[src/rtl/core/lstk_pkg.sv]
// ----------------------------------------------------------------------------
// lstk_pkg
// Shared types and codes for the LIFO stack with running aggregates.
// ----------------------------------------------------------------------------
package lstk_pkg;

    localparam int unsigned DATA_W  = 32;
    localparam int unsigned COUNT_W = 5;

    typedef enum logic [1:0] {
        REQ_PUSH   = 2'd0,
        REQ_POP    = 2'd1,
        REQ_CLEAR  = 2'd2,
        REQ_SEARCH = 2'd3
    } req_t;

    localparam logic [1:0] ERR_OK        = 2'd0;
    localparam logic [1:0] ERR_UNDERFLOW = 2'd1;
    localparam logic [1:0] ERR_OVERFLOW  = 2'd2;

    // one stack entry with the aggregates of itself and everything below it
    typedef struct packed {
        logic signed [DATA_W-1:0] value;
        logic signed [DATA_W-1:0] sum;
        logic signed [DATA_W-1:0] prod;
        logic signed [DATA_W-1:0] max;
        logic signed [DATA_W-1:0] min;
    } entry_t;

    typedef struct packed {
        logic push;
        logic pop;
        logic search;
    } cell_ctl_t;

endpackage

[src/rtl/core/lstk_cell.sv]
// ----------------------------------------------------------------------------
// lstk_cell
// One stack slot. Takes its upper neighbour on push, its lower neighbour
// on pop, and compares its value against the search key.
// ----------------------------------------------------------------------------
module lstk_cell
(
    input  logic                                   clk,
    input  logic                                   rst_n,
    input  lstk_pkg::cell_ctl_t                    ctl,
    input  lstk_pkg::entry_t                       upper,
    input  lstk_pkg::entry_t                       lower,
    input  logic                                   occupied,
    input  logic signed [lstk_pkg::DATA_W-1:0]     search_key,
    output lstk_pkg::entry_t                       q,
    output logic                                   match
);
    import lstk_pkg::*;

    entry_t entry_reg;
    entry_t entry_next;
    logic   match_reg;
    logic   match_next;

    always_comb
    begin
        entry_next = entry_reg;
        if (ctl.push)
        begin
            entry_next = upper;
        end
        else if (ctl.pop)
        begin
            entry_next = lower;
        end
    end

    assign match_next = ctl.search && occupied && (entry_reg.value == search_key);

    always_ff @(posedge clk)
    begin
        entry_reg <= entry_next;
    end

    always_ff @(posedge clk or negedge rst_n)
    begin
        if (!rst_n)
        begin
            match_reg <= 1'b0;
        end
        else
        begin
            match_reg <= match_next;
        end
    end

    assign q     = entry_reg;
    assign match = match_reg;

endmodule

[config.mk]
export PLATFORM = sky130hd
export DESIGN_NAME = lstk_cell
export DESIGN_NICKNAME = d
export VERILOG_FILES = /design/src/rtl/core/lstk_pkg.sv /design/src/rtl/core/lstk_cell.sv
export SDC_FILE = /design/constraint.sdc
export NUM_CORES = 1
export LEC_CHECK = 0
export ABC_CLOCK_PERIOD_IN_PS = 1300
export CAP_MARGIN = 10
export CORE_AREA = 2 2 199 201
export DETAILED_ROUTE_END_ITERATION = 8
export DIE_AREA = 0 0 201 203
export DONT_BUFFER_PORTS = 1
export HOLD_SLACK_MARGIN = 0.03
export PLACE_DENSITY = 0.42
export RECOVER_POWER = 100
export SLEW_MARGIN = 10
export SYNTH_ARGS = -nofsm -noshare
export SYNTH_HDL_FRONTEND = slang
export SYNTH_SLANG_ARGS = --single-unit
[constraint.sdc]
create_clock -name clk -period 1.3 [get_ports clk]
set_input_delay 0.26 -clock clk [delete_from_list [all_inputs] [get_ports clk]]
set_output_delay 0.26 -clock clk [all_outputs]
set_load 0.05 [all_outputs]
==> flow_metrics.py, run 1 <==
metrics = {
    "synthesis": {
        "ys.flop_type": "edfxtp_1",
        "syn-num-nets": 742,
        "synth_top_cell_by_area": "edfxtp_1",
        "synthDistinctLibCells": 12,
        "synth_edf_count": 160,
        "yosys_warnings": 0,
        "yosys-top-cells-count": "edfxtp_1 (160), mux2_2 (160), buf_2 (18)",
        "syn_area_um2": 7090,
        "synth_area_leaders": "edfxtp_1 (68%), mux2_2 (25%), xnor2_1 (2.0%)",
        "synth_top_area_share_pct": 67.8,
        "synthCells": 384,
        "synth-async-reset-ratio_pct": 0.621,
        "syn_area_per_cell_um2": 18.5,
        "ys_ff_latch": 161,
        "ys_seq_area_share_pct": 68.2,
    },
    "status": {
        "stop_stage": "clock tree synthesis (4_1_cts)",
        "firstError": "[ERROR RSZ-0060] Max buffer count reached.",
        "status": "did not finish",
    },
    "floorplanning": {
        "io_pins": 519,
        "die_width_um": 201,
        "initial_utilization_pct": 18.4,
        "rows": 72,
        "die_h_um": 203,
    },
    "cts": {
        "postCtsResizedCells": 50,
        "clockRootBuffer": "clkbuf_16",
        "clkSinkCount": 161,
        "numCtsBuffers": 17,
        "post_cts_buffers": 6,
        "clockBufferDepth": 2,
        "h-tree-depth": 4,
        "postCtsHoldBufs": 199,
    },
    "place": {
        "port_buffers": 0,
        "dp_hpwl_um": 15900,
        "place.gp.congestion": 0.858,
        "placed_cells": 954,
    },
}
## through the flow
stage	setup slack [ns]	cell area, um^2
after floorplan	-0.908	7110
after global placement	-0.217	8220
after detailed placement	-0.275	8220
## logic make-up after synthesis
| family | Yosys count | share of synthesized area (%) |
|---|---|---|
| xor+xnor | 32 | 3.96 |
| buf+inv | 18 | 1.27 |
| flops | 161 | 68.2 |
| mux | 160 | 25.4 |
| simple gates | 13 | 1.18 |
==> inputs of run 2 (changes only) <==
--- a/config.mk
+++ b/config.mk
@@ -5,14 +5,13 @@
 export SDC_FILE = /design/constraint.sdc
 export NUM_CORES = 1
 export LEC_CHECK = 0
-export ABC_CLOCK_PERIOD_IN_PS = 1300
+export ABC_CLOCK_PERIOD_IN_PS = 1690
 export CAP_MARGIN = 10
 export CORE_AREA = 2 2 199 201
 export DETAILED_ROUTE_END_ITERATION = 8
 export DIE_AREA = 0 0 201 203
 export DONT_BUFFER_PORTS = 1
-export HOLD_SLACK_MARGIN = 0.03
-export PLACE_DENSITY = 0.42
+export PLACE_DENSITY_LB_ADDON = 0.15
 export RECOVER_POWER = 100
 export SLEW_MARGIN = 10
 export SYNTH_ARGS = -nofsm -noshare
==> constraint.sdc (replaced) <==
create_clock -name clk -period 1.69 [get_ports clk]
set_input_delay 0.338 -clock clk [delete_from_list [all_inputs] [get_ports clk]]
set_output_delay 0.338 -clock clk [all_outputs]
set_load 0.05 [all_outputs]
==> run 2 against run 1 <==
The flow now finishes without violations; synthesized cell count unchanged; synthesized area did not move.
==> flow_metrics.py, run 2 <==
metrics = {
    "sta": {
        "rsz0062_at_grt": "false",
        "finalHoldViolations": 0,
        "max_freq_ghz": 0.637,
        "fin_tns_setup_ns": 0,
        "layout_setup_ws_ns": 0.120,
        "hold_ws_ns": 0.115,
        "setup_viol": 0,
        "slew_headroom_pct": 35.5,
        "worst_pin_slew_ns": 0.968,
        "fin_worst_skew_ns": 0.00537,
        "slew_violations": 0,
        "post-route-period-util_pct": 92.9,
        "fin_crit_ns": 1.57,
    },
    "finish": {
        "areaGrowthSynthToFinish_pct": 19.5,
        "stdcell_area_um2": 8470,
        "final_cell_mix": "edfxtp_1 (160), mux2_2 (138), clkbuf_2 (33)",
        "drive_above_1_share_pct": 46.5,
        "layoutNonFillerInstCount": 962,
        "post-route-util_pct": 22.0,
        "nets": 787,
        "largest_register_ff_count": 160,
        "final_common_cell": "edfxtp_1",
    },
    "synthesis": {
        "yosys-top-cells-count": "edfxtp_1 (160), mux2_2 (160), buf_2 (18)",
        "synthDistinctLibCells": 12,
        "ys.flop_type": "edfxtp_1",
        "synth_area_leaders": "edfxtp_1 (68%), mux2_2 (25%), xnor2_1 (2.0%)",
        "ys_seq_area_share_pct": 68.2,
        "synth_edf_count": 160,
        "syn_area_per_cell_um2": 18.5,
        "syn_area_um2": 7090,
        "ys_ff_latch": 161,
        "synth_top_area_share_pct": 67.8,
        "synth-async-reset-ratio_pct": 0.621,
        "yosys_warnings": 0,
        "synthCells": 384,
        "syn-num-nets": 742,
        "synth_top_cell_by_area": "edfxtp_1",
    },
    "status": {
        "status": "complete, no violations",
    },
    "cts": {
        "clk_pin_slew_ns": 0.07,
        "clockRootBuffer": "clkbuf_16",
        "post_cts_buffers": 0,
        "numCtsBuffers": 17,
        "clkSinkCount": 161,
        "postCtsResizedCells": 0,
        "h-tree-depth": 4,
        "clock_latency_ns": 0.43,
        "clockBufferDepth": 2,
        "cts_tree": "done",
        "postCtsHoldBufs": 1,
    },
    "worst_setup_path": {
        "r2r_slack_ns": 0.14,
        "crit_fanout": 161,
        "arrival_ns": 1.69,
        "regToRegEndpoint": "match$_DFF_PN0_",
        "reg2reg_from": "q[149]$_DFFE_PP_",
        "cp-start-kind": "primary input",
        "criticalPathCategory": "primary input to flop",
        "cp_data_required_time_ns": 1.81,
        "rr_worst_depth": 5,
        "endpoint_kind": "flop",
    },
    "floorplanning": {
        "rows": 72,
        "core_um2": 38500,
        "io_pins": 519,
        "die_h_um": 203,
        "die-area_um2": 40800,
        "initial_utilization_pct": 18.4,
        "die_width_um": 201,
    },
    "power": {
        "swShare_pct": 33.1,
        "p_per_area_nw_per_um2": 1330,
        "peakVddDrop_v": 0.000654,
        "power.static_leakage_nw": 2.82,
        "total_power_mw": 11.2,
        "p_comb_share_pct": 8.9,
        "p_int_mw": 7.52,
        "power.share.clock_pct": 34.0,
        "p_switching_mw": 3.73,
        "seq_power_share_pct": 57.1,
    },
    "drt": {
        "vias": 3665,
        "dr.pass1.iters": 4,
        "via_per_inst": 3.81,
        "ant_nets": 0,
        "drc": 0,
        "wl_um": 21900,
        "routedWlPerCell_um": 22.7,
        "drtIter0Drc": 161,
    },
    "place": {
        "port_buffers": 0,
        "placed_cells": 927,
        "place_area_um2": 8020,
        "dp_hpwl_um": 17200,
        "place.gp.congestion": 0.839,
        "dp_slack_ns": 0.113,
    },
    "global_routing": {
        "grt_pass1_wl_um": 29700,
        "gr-usage-all-layers_pct": 10.3,
        "grt_pass1_vias": 4169,
        "antenna_found_initial": 3,
        "overflow": 0,
        "grt_max_degree": 162,
    },
    "job": {
        "cap_violations": 0,
    },
    "min_path": {
        "hp-class": "primary input to asynchronous set/reset pin",
    },
}
==> run 2: layout make-up <==
class | instances | area [um^2]
flip-flops and latches | 161 | 4830
clock inverters | 12 | 134
clock buffers | 19 | 433
multi-input cells | 205 | 2170
well taps | 518 | 648
fillers | 4066 | 30000
diodes | 3 | 7.51
repair buffers | 44 | 248
==> run 2: metal layers <==
metal / share of wire (%) / track usage, % / up-vias
li1: - / - / 1587
met1: 35 / 10.1 / 1770
met2: 54 / 19.0 / 289
met3: 8.9 / 4.59 / 19
met4: 2.0 / 3.76 / 0
met5: 0 / 0 / -
==> run 2: cell families (layout without fill, tap and decap cells) <==
| group | count (synthesis) | after routing | synth area share [%] |
|---|---|---|---|
| mux | 160 | 160 | 25.4 |
| simple gates | 13 | 13 | 1.18 |
| flops | 161 | 161 | 68.2 |
| xor+xnor | 32 | 32 | 3.96 |
| buf+inv | 18 | 75 | 1.27 |
| other cells | 0 | 3 | 0 |
==> run 2: worst max path at each step <==
stage / from / endpoint / slack, ns
4_1_cts: q[149]$_DFFE_PP_ / match$_DFF_PN0_ / 0.10
3_3_place_gp: q[149]$_DFFE_PP_ / match$_DFF_PN0_ / 0.14
2_1_floorplan: ctl[2] / q[0]$_DFFE_PP_ / -0.60
3_5_place_dp: q[149]$_DFFE_PP_ / match$_DFF_PN0_ / 0.11
5_1_grt: ctl[2] / q[146]$_DFFE_PP_ / 0.03
6_report: ctl[2] / q[156]$_DFFE_PP_ / 0.12
==> run 2: critical path, cell delays in order <==
cell and delay [ns]:
or2_0 0.15, clkbuf_1 0.73, buf_4 0.40
==> run 2: power by group through the flow <==
stage	sequential [mW]	combinational, mW	clock [mW]
2_1_floorplan	6.70	0.534	0
3_3_place_gp	6.54	1.09	0
3_5_place_dp	6.51	1.09	0
4_1_cts	6.44	1.10	4.02
5_1_grt	6.46	1.06	4.14
6_report	6.42	0.997	3.82
Note: power is estimated with default switching activity, not from simulation.
