`config.mk`:
```
export PLATFORM = sky130hd
export DESIGN_NAME = lstk_head
export DESIGN_NICKNAME = d
export VERILOG_FILES = /design/src/rtl/core/lstk_pkg.sv /design/src/rtl/core/lstk_head.sv
export SDC_FILE = /design/constraint.sdc
export NUM_CORES = 1
export LEC_CHECK = 0
export BUFFER_PORTS_ARGS = -buffer_cell sky130_fd_sc_hd__buf_2
export CORE_MARGIN = 2
export CORE_UTILIZATION = 25
export DETAILED_ROUTE_END_ITERATION = 10
export PLACE_DENSITY = 0.53
export REMOVE_ABC_BUFFERS = 1
export SYNTH_ARGS = -nofsm -noshare
export SYNTH_HDL_FRONTEND = slang
export SYNTH_SLANG_ARGS = --single-unit
```
`constraint.sdc`:
```
create_clock -name vclk -period 6.6
set_input_delay 0 -clock vclk [all_inputs]
set_output_delay 0 -clock vclk [all_outputs]
set_load 0.05 [all_outputs]
```
`src/rtl/core/lstk_pkg.sv`:
```
// ----------------------------------------------------------------------------
// lstk_pkg
// Shared types and codes for the LIFO stack with running aggregates.
// ----------------------------------------------------------------------------
package lstk_pkg;

    localparam int unsigned DATA_W  = 32;
    localparam int unsigned COUNT_W = 5;

    typedef enum logic [1:0] {
        REQ_PUSH   = 2'd0,
        REQ_POP    = 2'd1,
        REQ_CLEAR  = 2'd2,
        REQ_SEARCH = 2'd3
    } req_t;

    localparam logic [1:0] ERR_OK        = 2'd0;
    localparam logic [1:0] ERR_UNDERFLOW = 2'd1;
    localparam logic [1:0] ERR_OVERFLOW  = 2'd2;

    // one stack entry with the aggregates of itself and everything below it
    typedef struct packed {
        logic signed [DATA_W-1:0] value;
        logic signed [DATA_W-1:0] sum;
        logic signed [DATA_W-1:0] prod;
        logic signed [DATA_W-1:0] max;
        logic signed [DATA_W-1:0] min;
    } entry_t;

    typedef struct packed {
        logic push;
        logic pop;
        logic search;
    } cell_ctl_t;

endpackage

```
`src/rtl/core/lstk_head.sv`:
```
// ----------------------------------------------------------------------------
// lstk_head
// Builds the entry that a push places on top: new value plus prefix
// sum, product, maximum and minimum taken from the current top entry.
// ----------------------------------------------------------------------------
module lstk_head
(
    input  lstk_pkg::entry_t                       top,
    input  logic                                   empty,
    input  logic signed [lstk_pkg::DATA_W-1:0]     push_value,
    output lstk_pkg::entry_t                       fresh
);
    import lstk_pkg::*;

    logic [DATA_W-1:0] prod_lo;

    // low word of the product is sign independent
    assign prod_lo = DATA_W'(top.prod) * DATA_W'(push_value);

    always_comb
    begin
        fresh.value = push_value;
        if (empty)
        begin
            fresh.sum  = push_value;
            fresh.prod = push_value;
            fresh.max  = push_value;
            fresh.min  = push_value;
        end
        else
        begin
            fresh.sum  = top.sum + push_value;
            fresh.prod = signed'(prod_lo);
            fresh.max  = (push_value > top.max) ? push_value : top.max;
            fresh.min  = (push_value < top.min) ? push_value : top.min;
        end
    end

endmodule

```
==> results of run 1 <==
-- cells in the mapped netlist (3+ instances only) --
library cell                count
sky130_fd_sc_hd__inv_1        498
sky130_fd_sc_hd__nor2_1        34
sky130_fd_sc_hd__xnor2_1       73
sky130_fd_sc_hd__and2_1       332
sky130_fd_sc_hd__a21oi_1       88
sky130_fd_sc_hd__buf_2          8
sky130_fd_sc_hd__nor2b_1        7
sky130_fd_sc_hd__a31oi_1        3
sky130_fd_sc_hd__and3_1         7
sky130_fd_sc_hd__xor2_1        37
sky130_fd_sc_hd__fa_1         409
sky130_fd_sc_hd__o21ai_0       76
sky130_fd_sc_hd__nor4_1         3
sky130_fd_sc_hd__o21ai_1        7
sky130_fd_sc_hd__nand3_1       45
sky130_fd_sc_hd__o31ai_1        6
sky130_fd_sc_hd__buf_4         35
sky130_fd_sc_hd__mux2_2        35
sky130_fd_sc_hd__and4_1         4
sky130_fd_sc_hd__ha_1         244
sky130_fd_sc_hd__a211oi_1      10
sky130_fd_sc_hd__o211ai_1      41
sky130_fd_sc_hd__nand2_1      313
sky130_fd_sc_hd__a2111oi_2      3
sky130_fd_sc_hd__a21o_1        42
sky130_fd_sc_hd__o22ai_1       31
sky130_fd_sc_hd__buf_1          4
sky130_fd_sc_hd__o21bai_1      12
sky130_fd_sc_hd__buf_6          4
sky130_fd_sc_hd__nand4_1       12
sky130_fd_sc_hd__nand2b_1      11
sky130_fd_sc_hd__clkbuf_1     126
sky130_fd_sc_hd__nor3_1        11
sky130_fd_sc_hd__mux2i_1        3
sky130_fd_sc_hd__o21a_1         5
-- metrics by stage --
stage	utilization, %	hold WS (ns)	worst slack (ns)	TNS, ns
final	31.48	0.3689	-0.03727	-0.03727
after global routing	31.47	0.3817	-0.2742	-1.429
after CTS	30.84	0.3723	-0.1241	-0.4020
after detailed placement	30.17	0.3722	-0.3934	-3.145
after global placement	30.17	0.3691	-0.3562	-2.677
after floorplan	-	0	-0.2524	-0.9154
-- path summary, 6_finish.rpt --
path / end / startpoint / slack (ns)
worst max-delay path: fresh[88] / push_value[5] / -0.04
worst min-delay path: fresh[154] / push_value[26] / 0.37
-- metal layers --
layer,share of wire [%],track usage [%],vias to the layer above
met4,1.9,3.207,6
met5,0.050,0,-
met2,47,30.08,556
met3,6.7,2.924,93
li1,-,-,8914
met1,44,24.83,9508
-- kinds of logic (layout without fill, tap and decap cells) --
kind of cell             count (synthesis)  after routing  synth area share [%]
AND/OR/NAND/NOR                        792            792                 18.72
buffers and inverters                  675           1069                 12.50
adder cells (fa/ha/maj)                653            653                 51.93
AO/OA/AOI/OAI                          348            348                 10.34
XOR/XNOR                               110            110                 4.451
multiplexers                            40             40                 2.064
other                                    0              7                     0
-- area by class of cell --
type,instances,area (um^2)
diodes,7,17.52
multi-input cells,1943,19530
inverters,498,1869
fillers,9147,58620
well taps,1144,1431
repair buffers,571,4076
-- repair_timing --
item | in CTS | in global routing
hold buffers | 0 | 0
pin swaps | 48 | 68
gates resized for setup | 122 | 126
buffers inserted | 18 | 7
setup endpoints to repair | 12 | 15
gates cloned | 0 | 1
==> impl_metrics.yaml, run 1 <==
timing:
  finalMaxSlewViolations: 0
  worst-slew-pin-transition_ns: 1.141
  timing_hold_violations_final: 0
  slew-limit-headroom_pct: 23.66
  setup_viol_count_final: 1
  final_period_minus_worst_setup_slack_ns: 6.637
  grt_setup_unrepaired: "yes"
  finalCritPeriodShare_pct: 100.6
  postLayoutSetupSlackWorst_ns: -0.03727
  clock.fmax_mhz: 150.7
floorplan:
  floorplan.initialDensity_pct: 25.30
  fp.dieW_um: 298.3
  ioPinCount: 353
  floorplan.die_area_mm2: 0.08895
  die-height_um: 298.3
  design.core.area_mm2: 0.08555
  number_of_standard_cell_rows_in_the_floorplan: 107
setup_path:
  required_ns: 6.60
  timing.critical_path.fanout_max: 12
  timing.critical_path.slowest_cell_delay_ns: 0.58
  critical_path_depth: 29
  worst_path_most_repeated_cell: "sky130_fd_sc_hd__buf_4"
  critical_path.endpoint_type: "output port"
  cpMaxStageDelayCell: "sky130_fd_sc_hd__fa_2"
  worst_path_dominant_cell_family: "adder cells"
  worst-endpoint-arrival_ns: 6.64
  cp-start-kind: "primary input"
  worstPathBufferInverterCount: 13
  critPathKind: "in -> out"
drt:
  routed_wl_mm: 80.65
  drc: 0
  drt_pre_antenna_iters: 5
  routed-via-count: 19077
  routed_wire_length_per_instance_um: 19.37
  final_antenna_net_count: 0
  first_iter_violations: 1051
  route.detailed.vias_per_inst: 4.583
run:
  maxCapViolCount: 0
yosys:
  ys.warnings.count: 0
  yosys.area.top_type_share_pct: 37.83
  post_synth_num_cell_types: 64
  ranking_of_synthesized_cells_by_area: "sky130_fd_sc_hd__fa_1, sky130_fd_sc_hd__ha_1, sky130_fd_sc_hd__and2_1"
  synth_top_area_cell: "sky130_fd_sc_hd__fa_1"
  synth_area_mm2: 0.02165
  fraction_of_the_yosys_area_taken_by_sequential_cells_pct: 0
  synthCells: 2618
  post_synth.cell_area_avg_um2: 8.268
placement:
  globalplace.congestion: 0.9182
  place_area_mm2: 0.02581
  detailedPlacementHpwl_mm: 69.50
  numPortBuffers: 321
  place.detailed.instances: 4131
hold_path:
  min-delay-path-class: "in -> out"
  timing.hold.worst_path_depth: 2
finish:
  post_route_cells_drive_above_1_share_pct: 24.40
  mostFrequentLayoutCells: "sky130_fd_sc_hd__inv_1, sky130_fd_sc_hd__fa_1, sky130_fd_sc_hd__and2_1, sky130_fd_sc_hd__nand2_1, sky130_fd_sc_hd__buf_2"
  stdcell_area_mm2: 0.02693
  layout.nets: 3860
  final-instance-count-excl-fill: 4163
  layout-area-overhead-vs-synth_pct: 24.40
  layout.clock_buffers: 0
  most_common_cell_after_layout_fill_and_taps_aside: "sky130_fd_sc_hd__inv_1"
  seq_area_um2: 0
  seq_cell_count: 0
global_routing:
  grtUsageTotal_pct: 18.08
  grt_overflow_total: 0
  grt_pass1_wl_mm: 123.3
  antenna_violations_before_repair: 14
  grt_start_max_net_pins: 67
  grt_pass1_vias: 20014
status:
  run_status: "finished with violations"
  violations_in_the_final_reports: "setup timing"
Power of run 1 is not shown: default switching activity piles up to over one toggle a cycle in this logic, so the estimate is an artifact.
==> inputs of run 2 (changes only) <==
--- a/config.mk
+++ b/config.mk
@@ -10,6 +10,7 @@
 export CORE_UTILIZATION = 25
 export DETAILED_ROUTE_END_ITERATION = 10
 export PLACE_DENSITY = 0.53
+export RECOVER_POWER = 50
 export REMOVE_ABC_BUFFERS = 1
 export SYNTH_ARGS = -nofsm -noshare
 export SYNTH_HDL_FRONTEND = slang
==> run 2 against run 1 <==
  * The run still ends with setup timing left
  * Clock-buffer cell count stayed put
  * Non-clock buffer count stayed put
  * Hold slack better by 0.082 ns
  * Core utilization hardly changed
  * Global-route usage stayed put
  * Critical path depth stayed put
  * Sequential share of layout area stayed put
  * Critical endpoint unchanged
==> impl_metrics.yaml, run 2 (synthesis gave the netlist of run 1 again) <==
status:
  run_status: "finished with violations"
  violations_in_the_final_reports: "setup timing"
setup_path:
  timing.critical_path.slowest_cell_delay_ns: 0.58
  cpMaxStageDelayCell: "sky130_fd_sc_hd__fa_2"
  worst_path_dominant_cell_family: "adder cells"
  cp-start-kind: "primary input"
  worst_path_most_repeated_cell: "sky130_fd_sc_hd__buf_4"
  critical_path.endpoint_type: "output port"
  worst-endpoint-arrival_ns: 6.64
  worstPathBufferInverterCount: 13
  critPathKind: "in -> out"
  timing.critical_path.fanout_max: 12
  required_ns: 6.60
floorplan:
  floorplan.initialDensity_pct: 25.30
  ioPinCount: 353
  design.core.area_mm2: 0.08555
  number_of_standard_cell_rows_in_the_floorplan: 107
  die-height_um: 298.3
  fp.dieW_um: 298.3
  floorplan.die_area_mm2: 0.08895
drt:
  routed_wl_mm: 80.63
  drc: 0
  routed-via-count: 19040
  route.detailed.vias_per_inst: 4.574
  drt_pre_antenna_iters: 6
  routed_wire_length_per_instance_um: 19.37
  first_iter_violations: 1105
  final_antenna_net_count: 0
timing:
  slew-limit-headroom_pct: 23.17
  setup_viol_count_final: 1
  finalMaxSlewViolations: 0
  postLayoutSetupSlackWorst_ns: -0.03677
  worst-slew-pin-transition_ns: 1.148
  grt_setup_unrepaired: "yes"
  final_period_minus_worst_setup_slack_ns: 6.637
  finalCritPeriodShare_pct: 100.6
  timing_hold_violations_final: 0
  clock.fmax_mhz: 150.7
  final.setup.tns_ns: -0.03677
finish:
  layout.nets: 3860
  seq_cell_count: 0
  post_route_cells_drive_above_1_share_pct: 23.51
  layout-area-overhead-vs-synth_pct: 24.25
  most_common_cell_after_layout_fill_and_taps_aside: "sky130_fd_sc_hd__inv_1"
  final-instance-count-excl-fill: 4163
  mostFrequentLayoutCells: "sky130_fd_sc_hd__inv_1, sky130_fd_sc_hd__fa_1, sky130_fd_sc_hd__and2_1, sky130_fd_sc_hd__nand2_1, sky130_fd_sc_hd__buf_2"
  stdcell_area_mm2: 0.02689
  seq_area_um2: 0
  layout.clock_buffers: 0
global_routing:
  grt_pass1_wl_mm: 123.3
  grtUsageTotal_pct: 18.08
  grt_pass1_vias: 20014
  antenna_violations_before_repair: 13
  grt_overflow_total: 0
  grt_start_max_net_pins: 67
placement:
  detailedPlacementHpwl_mm: 69.50
  globalplace.congestion: 0.9182
  placement.setup.worst_slack_ns: -0.3934
  place.detailed.instances: 4131
  place_area_mm2: 0.02581
  numPortBuffers: 321
run:
  maxCapViolCount: 0
hold_path:
  min-delay-path-class: "in -> out"
clocking:
  hold_buffers: 0
run 2: cell count changes in the layout (fill, tap and decap cells not counted), sizes merged:
cell,before,now
clkbuf,4,31
buf,567,540
run 2: per-layer routing:
metal / vias to the layer above / wire length, um / GRT usage (%)
met1: 9502 / 35800 / 24.83
met3: 89 / 5399 / 2.924
met4: 6 / 1491 / 3.207
met2: 526 / 37900 / 30.08
met5: - / 40 / 0
li1: 8917 / - / -
run 2: timing repair:
item / 4_1_cts / 5_1_grt
resized for setup: 122 / 126
endpoints found under the setup margin: 12 / 15
gates cloned: 0 / 1
setup buffers: 18 / 7
pin swaps: 48 / 68
run 2: area by class of cell:
type,count,area (um^2)
antenna,7,17.52
timing repair buffer,571,4043
fill,9149,58650
multi-input combinational,1943,19530
inverter,498,1869
tap,1144,1431
run 2: stage by stage:
step                      hold slack [ns]  util [%]
after floorplan                         0         -
after global placement             0.3691     30.17
after detailed placement           0.3722     30.17
after CTS                          0.3723     30.84
after global routing               0.4663     31.43
final                              0.4512     31.44
run 2: path summary, 6_finish.rpt:
path,startpoint,endpoint,cells past startpoint
max,push_value[5],fresh[88],29
min,push_value[26],fresh[154],2
Power of run 2 is left out for the same reason.
